$ cat src/rtl/scds_pkg.sv
`timescale 1ns / 1ps

package scds_pkg;

   // Field widths of the stream payloads
   localparam int RATE_W     = 32;
   localparam int PRESCALE_W = 3;
   localparam int DIVIDER_W  = 8;
   localparam int RSP_DATA_W = 16;

   // Divider sits at divide-by-(code + 2)
   localparam int DIVISOR_OFFSET = 2;

   // Defaults for the search space and the clock register
   localparam int DEF_PRESCALE_STEPS = 8;
   localparam int DEF_DIVIDER_STEPS  = 256;
   localparam logic [RATE_W-1:0] RESET_CLOCK_HZ = 32'd12000000;

endpackage

$ cat src/rtl/serial_clock_divider_search.sv
// Serial clock divider search. A request beat carries a wanted serial clock rate in hertz;
// the block answers with one response beat giving the power-of-two prescale exponent and the
// divider code (divisor = code + 2) whose rate, source clock / (2^prescale * (code + 2)) rounded
// down, is closest to the request without exceeding it. Candidates are tried prescale-major,
// divider ascending; the first strictly closer one is kept and the search stops on an exact
// match. When nothing fits, the answer is the largest prescale and divider. A request of zero
// returns at once with the invalid flag set in rsp_tuser and both fields zero. The source clock
// is a single register written over the csr_ channel (reset value 12 MHz); write it only while
// no request is outstanding. A nonzero request ends its search early on an exact match; a zero
// request skips the search. Every candidate goes through the one shared restoring divider,
// which produces one quotient bit per cycle, followed by a compare against the best
// candidate. The block takes no new request while a search runs, but does take one while the
// previous response still waits on rsp_tready.
`timescale 1ns / 1ps

module serial_clock_divider_search
   import scds_pkg::*;
#(
   parameter int PRESCALE_STEPS = DEF_PRESCALE_STEPS,
   parameter int DIVIDER_STEPS  = DEF_DIVIDER_STEPS
) (
   input  logic                  clock,
   input  logic                  reset,
   // request stream
   input  logic                  req_tvalid,
   output logic                  req_tready,
   input  logic [RATE_W-1:0]     req_tdata,   // [31:0] requested_rate_hz
   // response stream
   output logic                  rsp_tvalid,
   input  logic                  rsp_tready,
   output logic [RSP_DATA_W-1:0] rsp_tdata,   // [2:0] prescale_exponent, [10:3] divider_code,
                                              // [15:11] zero
   output logic                  rsp_tuser,   // [0] invalid_rate
   // source clock register write
   input  logic                  csr_valid,
   output logic                  csr_ready,
   input  logic [RATE_W-1:0]     csr_data     // source_clock_hz
);

   localparam int P_W   = (PRESCALE_STEPS > 1) ? $clog2(PRESCALE_STEPS) : 1;
   localparam int S_W   = $clog2(DIVIDER_STEPS);
   localparam int D_W   = $clog2(DIVIDER_STEPS + DIVISOR_OFFSET);
   localparam int CNT_W = $clog2(RATE_W);

   localparam logic [P_W-1:0]   P_LAST   = P_W'(PRESCALE_STEPS - 1);
   localparam logic [S_W-1:0]   S_LAST   = S_W'(DIVIDER_STEPS - 1);
   localparam logic [CNT_W-1:0] CNT_LAST = CNT_W'(RATE_W - 1);

   typedef enum logic [1:0] {
      IDLE_ST,
      DIVIDE_ST,
      EVAL_ST,
      EMIT_ST
   } state_type;

   state_type               state_ff, state_in;
   logic [RATE_W-1:0]       clk_hz_ff, clk_hz_in;
   logic [RATE_W-1:0]       rate_ff, rate_in;
   logic [P_W-1:0]          p_ff, p_in;
   logic [S_W-1:0]          s_ff, s_in;
   logic [CNT_W-1:0]        cnt_ff, cnt_in;
   logic [D_W-1:0]          rem_ff, rem_in;
   logic [RATE_W-1:0]       quo_ff, quo_in;
   logic [P_W-1:0]          best_p_ff, best_p_in;
   logic [S_W-1:0]          best_s_ff, best_s_in;
   logic [RATE_W-1:0]       best_diff_ff, best_diff_in;
   logic                    invalid_ff, invalid_in;
   logic                    rsp_valid_ff, rsp_valid_in;
   logic [RSP_DATA_W-1:0]   rsp_data_ff, rsp_data_in;
   logic                    rsp_user_ff, rsp_user_in;

   // shared divider datapath
   logic [D_W-1:0]          divisor;
   logic [D_W:0]            trial;
   logic                    trial_fits;
   logic [D_W:0]            trial_sub;
   // candidate evaluation
   logic                    cand_fits;
   logic [RATE_W-1:0]       cand_diff;
   logic                    cand_better;
   logic                    slot_free;

   assign divisor    = D_W'(s_ff) + D_W'(DIVISOR_OFFSET);
   assign trial      = {rem_ff, quo_ff[RATE_W-1]};
   assign trial_fits = trial >= {1'b0, divisor};
   assign trial_sub  = trial - {1'b0, divisor};

   assign cand_fits   = quo_ff <= rate_ff;
   assign cand_diff   = rate_ff - quo_ff;
   assign cand_better = cand_fits && (cand_diff < best_diff_ff);

   assign slot_free = !rsp_valid_ff || rsp_tready;

   assign req_tready = (state_ff == IDLE_ST);
   assign csr_ready  = 1'b1;
   assign rsp_tvalid = rsp_valid_ff;
   assign rsp_tdata  = rsp_data_ff;
   assign rsp_tuser  = rsp_user_ff;

   always_comb begin
      state_in     = state_ff;
      clk_hz_in    = clk_hz_ff;
      rate_in      = rate_ff;
      p_in         = p_ff;
      s_in         = s_ff;
      cnt_in       = cnt_ff;
      rem_in       = rem_ff;
      quo_in       = quo_ff;
      best_p_in    = best_p_ff;
      best_s_in    = best_s_ff;
      best_diff_in = best_diff_ff;
      invalid_in   = invalid_ff;
      rsp_valid_in = rsp_valid_ff;
      rsp_data_in  = rsp_data_ff;
      rsp_user_in  = rsp_user_ff;

      // drop the response once taken
      if (rsp_valid_ff && rsp_tready) begin
         rsp_valid_in = 1'b0;
      end

      if (csr_valid) begin
         clk_hz_in = csr_data;
      end

      unique case (state_ff)
         IDLE_ST: begin
            if (req_tvalid) begin
               rate_in      = req_tdata;
               p_in         = '0;
               s_in         = '0;
               cnt_in       = '0;
               rem_in       = '0;
               quo_in       = clk_hz_ff;
               best_diff_in = '1;
               if (req_tdata == '0) begin
                  // zero rate: flag it and skip the search
                  invalid_in = 1'b1;
                  best_p_in  = '0;
                  best_s_in  = '0;
                  state_in   = EMIT_ST;
               end else begin
                  invalid_in = 1'b0;
                  best_p_in  = P_LAST;
                  best_s_in  = S_LAST;
                  state_in   = DIVIDE_ST;
               end
            end
         end

         DIVIDE_ST: begin
            // one restoring step: shift in a dividend bit, subtract if it fits
            if (trial_fits) begin
               rem_in = trial_sub[D_W-1:0];
            end else begin
               rem_in = trial[D_W-1:0];
            end
            quo_in = {quo_ff[RATE_W-2:0], trial_fits};
            cnt_in = cnt_ff + CNT_W'(1);
            if (cnt_ff == CNT_LAST) begin
               state_in = EVAL_ST;
            end
         end

         EVAL_ST: begin
            if (cand_better) begin
               best_diff_in = cand_diff;
               best_p_in    = p_ff;
               best_s_in    = s_ff;
            end
            if (cand_better && (cand_diff == '0)) begin
               state_in = EMIT_ST;
            end else if (s_ff == S_LAST && p_ff == P_LAST) begin
               state_in = EMIT_ST;
            end else begin
               // advance divider first, then prescale
               if (s_ff == S_LAST) begin
                  s_in = '0;
                  p_in = p_ff + P_W'(1);
               end else begin
                  s_in = s_ff + S_W'(1);
               end
               // clk / (2^p * d) == (clk >> p) / d
               quo_in   = clk_hz_ff >> p_in;
               rem_in   = '0;
               cnt_in   = '0;
               state_in = DIVIDE_ST;
            end
         end

         EMIT_ST: begin
            if (slot_free) begin
               rsp_valid_in = 1'b1;
               rsp_data_in  = RSP_DATA_W'({DIVIDER_W'(best_s_ff), PRESCALE_W'(best_p_ff)});
               rsp_user_in  = invalid_ff;
               state_in     = IDLE_ST;
            end
         end

         default: begin
            state_in = IDLE_ST;
         end
      endcase
   end

   always_ff @(posedge clock) begin
      if (reset) begin
         state_ff     <= IDLE_ST;
         clk_hz_ff    <= RESET_CLOCK_HZ;
         rsp_valid_ff <= 1'b0;
      end else begin
         state_ff     <= state_in;
         clk_hz_ff    <= clk_hz_in;
         rsp_valid_ff <= rsp_valid_in;
      end
      rate_ff      <= rate_in;
      p_ff         <= p_in;
      s_ff         <= s_in;
      cnt_ff       <= cnt_in;
      rem_ff       <= rem_in;
      quo_ff       <= quo_in;
      best_p_ff    <= best_p_in;
      best_s_ff    <= best_s_in;
      best_diff_ff <= best_diff_in;
      invalid_ff   <= invalid_in;
      rsp_data_ff  <= rsp_data_in;
      rsp_user_ff  <= rsp_user_in;
   end

   // The partial remainder always stays below the divisor
   assert property (@(posedge clock) disable iff (reset)
      (state_ff == DIVIDE_ST) |-> (rem_ff < divisor))
      else $error("divider remainder not below divisor");

   // A division runs its full count before evaluation
   assert property (@(posedge clock) disable iff (reset)
      (state_ff == DIVIDE_ST && cnt_ff != CNT_LAST) |=> (state_ff == DIVIDE_ST))
      else $error("division left early");

   // The best difference never grows during a search
   assert property (@(posedge clock) disable iff (reset)
      (state_ff == EVAL_ST) |=> (best_diff_ff <= $past(best_diff_ff)))
      else $error("best difference increased");

   // An invalid-rate response carries zero fields
   assert property (@(posedge clock) disable iff (reset)
      (rsp_valid_ff && rsp_user_ff) |-> (rsp_data_ff == '0))
      else $error("invalid response with nonzero fields");

endmodule

$ cat config.mk
export PLATFORM = sky130hd
export DESIGN_NAME = serial_clock_divider_search
export DESIGN_NICKNAME = d
export VERILOG_FILES = /design/src/rtl/scds_pkg.sv /design/src/rtl/serial_clock_divider_search.sv
export SDC_FILE = /design/constraint.sdc
export NUM_CORES = 1
export LEC_CHECK = 0
export BUFFER_PORTS_ARGS = -buffer_cell sky130_fd_sc_hd__buf_2
export CAP_MARGIN = 30
export CELL_PAD_IN_SITES_DETAIL_PLACEMENT = 0
export CELL_PAD_IN_SITES_GLOBAL_PLACEMENT = 1
export CORE_UTILIZATION = 25
export DETAILED_ROUTE_END_ITERATION = 10
export GPL_TIMING_DRIVEN = 0
export PLACE_DENSITY = 0.52
export SLEW_MARGIN = 10
export SYNTH_ARGS = -nofsm -noshare
export SYNTH_HDL_FRONTEND = slang
export SYNTH_SLANG_ARGS = --single-unit
$ cat constraint.sdc
create_clock -name clock -period 6.3 [get_ports clock]
set_input_delay 0.945 -clock clock [delete_from_list [all_inputs] [get_ports clock]]
set_output_delay 0.945 -clock clock [all_outputs]
set_load 0.005 [all_outputs]
==> results_dict.tcl <==
set metrics [dict create \
    synth.top_cells.by_area "edfxtp_1 (37%), ha_1 (8.6%), mux2i_1 (7.3%), dfxtp_1 (5.9%), nor2_1 (4.1%)" \
    critPathLaunch "quo_ff[0]$_DFFE_PP_" \
    post_drt_wl_per_cell_um 18.04 \
    vias 9455 \
    slew_headroom_pct 44.83 \
    holdPathStages 0 \
    start_util_pct 25.43 \
    area_delta_synth_final_pct 16.59 \
    antenna_found_initial 0 \
    cp-start-kind "register" \
    grt_pass1_vias 9424 \
    final_antenna_net_count 0 \
    power.density_mw_per_mm2 586.8 \
    hold_end "rsp_tuser$_DFFE_PP_" \
    path_clk_slew_ns 0.08 \
    peakVddDrop_uv 203.6 \
    r2r_start "quo_ff[0]$_DFFE_PP_" \
    end_kind "register" \
    die_h_um 220.1 \
    ys_warn_count 0 \
    ios 89 \
    ys_seq_area_share_pct 42.52 \
    period_needed_ns 6.105 \
    yosysUniqueCellTypes 79 \
    required_ns 6.52 \
    clockBufferDepth 2 \
    whs_ns 0.4167 \
    setup_viol 0 \
    gp_congestion 0.7970 \
    rows 79 \
    synth-edff-count 145 \
    first_pass_iters 8 \
    overflow 0 \
    syn_avg_cell_area_um2 9.487 \
    p_leak_nw 5.843 \
    status "finished, violations left" \
    drc 1 \
    crit_arrival_ns 6.32 \
    cts_buffers 17 \
    coreArea_mm2 0.04675 \
    violations "design-rule violations" \
    tightest_slew_ns 0.8188 \
    num-nets-final 1520 \
    diodes 0 \
    postSynthCellCount 1253 \
    maxCapViolCount 0 \
    min_path_type "register to register" \
    insertion_delay_ns 0.47 \
    drt_iter0_markers 535 \
    post_drt_via_cell_ratio 4.758 \
    rsz0062_at_grt "no" \
    layout.cells.most_common "edfxtp_1" \
    finalPower_mw 8.133 \
    min_from "invalid_ff$_DFFE_PP_" \
    synth_top_area_share_pct 36.63 \
    root_buffer "clkbuf_16" \
    regToRegSetupSlack_ns 0.20 \
    synth-main-ff-cell "edfxtp_1" \
    skew_ns 0.01443 \
    finalHoldViolCount 0 \
    wirelength_um 35850 \
    drive_gt1_share_pct 11.88 \
    grt_start_max_net_pins 34 \
    grt_first_pass_wirelength_um 55240 \
    hold_buffers 0 \
    die-area_mm2 0.04843 \
    portBuffers 81 \
    final_cell_mix "edfxtp_1 (145), nor2_1 (128), nand2_1 (122), inv_1 (105), mux2i_1 (87)" \
    max_freq_mhz 163.8 \
    final_core_util_pct 29.64 \
    syn-cell-area_mm2 0.01189 \
    n_fill_cell 4941 \
    fin_crit_sh_pct 96.90 \
    cts.sinks 180 \
    grt_usage_pct 15.22 \
    yosysTopAreaCell "edfxtp_1" \
    synth_async_sr_flop_share_pct 0 \
    tritoncts "yes" \
    r2r_cells 19 \
    h-tree-depth 4 \
    dp.final_hpwl_um 28680 \
    r2r_end "quo_ff[27]$_DFFE_PP_" \
    die_w_um 220.1 \
    synth-seq-cells 180 \
    worstSetupPathType "register to register" \
    crit_fanout 27 \
    slew_viol_final 0 \
]
worst max path at each step:
stage,end,slack (ns)
2_1_floorplan,best_diff_ff[0]$_SDFFCE_PN1P_,0.21
3_3_place_gp,best_s_ff[6]$_DFFE_PP_,-2.52
4_1_cts,quo_ff[21]$_DFFE_PP_,0.03
6_report,quo_ff[27]$_DFFE_PP_,0.20
3_5_place_dp,quo_ff[28]$_DFFE_PP_,-0.37
5_1_grt,quo_ff[24]$_DFFE_PP_,0.02
worst max-delay path, cell delays in order, from the launching register on:
cell       delay (ns)
edfxtp_1         0.49
ha_1             0.27
fa_1             0.40
nand2b_1         0.19
a211o_1          0.39
a211oi_4         0.38
o21a_1           0.32
nor3_1           0.10
nor3_2           0.39
ha_1             0.33
a21o_1           0.16
a21oi_1          0.15
o2111ai_1        0.12
a21oi_1          0.21
o31ai_1          0.14
a41o_1           0.30
or4bb_1          0.56
o41ai_4          0.44
nor2_4           0.25
buf_12           0.24
flip-flops by register name, indices dropped and copies added (netlist names), 2 cells and up:
register / count
best_diff_ff: 32
best_p_ff: 3
best_s_ff: 8
clk_hz_ff: 32
cnt_ff: 5
p_ff: 3
quo_ff: 32
rate_ff: 32
rem_ff: 9
rsp_tdata: 11
s_ff: 8
state_ff: 2
routing by layer:
layer  vias up  GRT usage (%)  share of wire (%)
met5         -              0                  0
met4         0          4.828                1.7
met3        32          2.222                2.6
met2       146          25.12                 48
met1      4505          20.34                 48
li1       4772              -                  -
cell families (layout without fill, tap and decap cells):
family | count (synthesis) | after routing | share of synthesized area [%]
xor+xnor | 27 | 27 | 1.989
mux | 91 | 91 | 7.704
compound gates | 257 | 257 | 15.09
flops | 180 | 180 | 42.52
buf+inv | 166 | 289 | 5.526
other cells | 2 | 6 | 0.06317
simple gates | 446 | 446 | 18.14
fa+ha+maj | 84 | 84 | 8.967
timing repair:
item | 4_1_cts | 5_1_grt
pin swaps | 0 | 2
gates resized for setup | 2 | 9
setup buffers | 0 | 3
endpoints found under the setup margin | 57 | 57
power breakdown:
group / switching [mW] / total (mW) / internal [mW] / leakage (nW)
combinational: 3.19 / 4.96 / 1.78 / 3.96
sequential: 0.210 / 2.05 / 1.84 / 1.58
clock: 0.523 / 1.12 / 0.600 / 0.294
area by class of cell:
cell class                      count  area [µm²]  share of cell area [%]
Sequential cell                   180        5055                   36.47
Tap cell                          607       759.5                   5.480
Timing Repair Buffer               91       509.2                   3.674
Inverter                          105       394.1                   2.844
Clock buffer                       18       429.2                   3.097
Buffer                             61       262.8                   1.896
Clock inverter                     14       171.4                   1.237
Multi-Input combinational cell    911        6279                   45.30
per-stage QoR:
step / worst slack [ns] / area [µm²] / setup TNS, ns / cells
3_3_place_gp: -2.523 / 13070 / -223.25 / 1945
6_report: 0.1951 / 13860 / 0 / 1987
4_1_cts: 0.03257 / 13780 / 0 / 1983
5_1_grt: 0.02248 / 13860 / 0 / 1987
3_5_place_dp: -0.3704 / 13170 / -15.65 / 1951
2_1_floorplan: 0.2075 / 11900 / 0 / 1257
synth_stat cells, drive strengths merged (22+ instances only):
master and n:
a221oi 26, a21oi 75, edfxtp 145, nand2 123, nand3 26, nand2b 22, clkbuf 49, mux2i 87
ha 82, nor2b 28, inv 105, o21ai 35, dfxtp 35, nor2 130
Power figures use the tool's default switching activity.
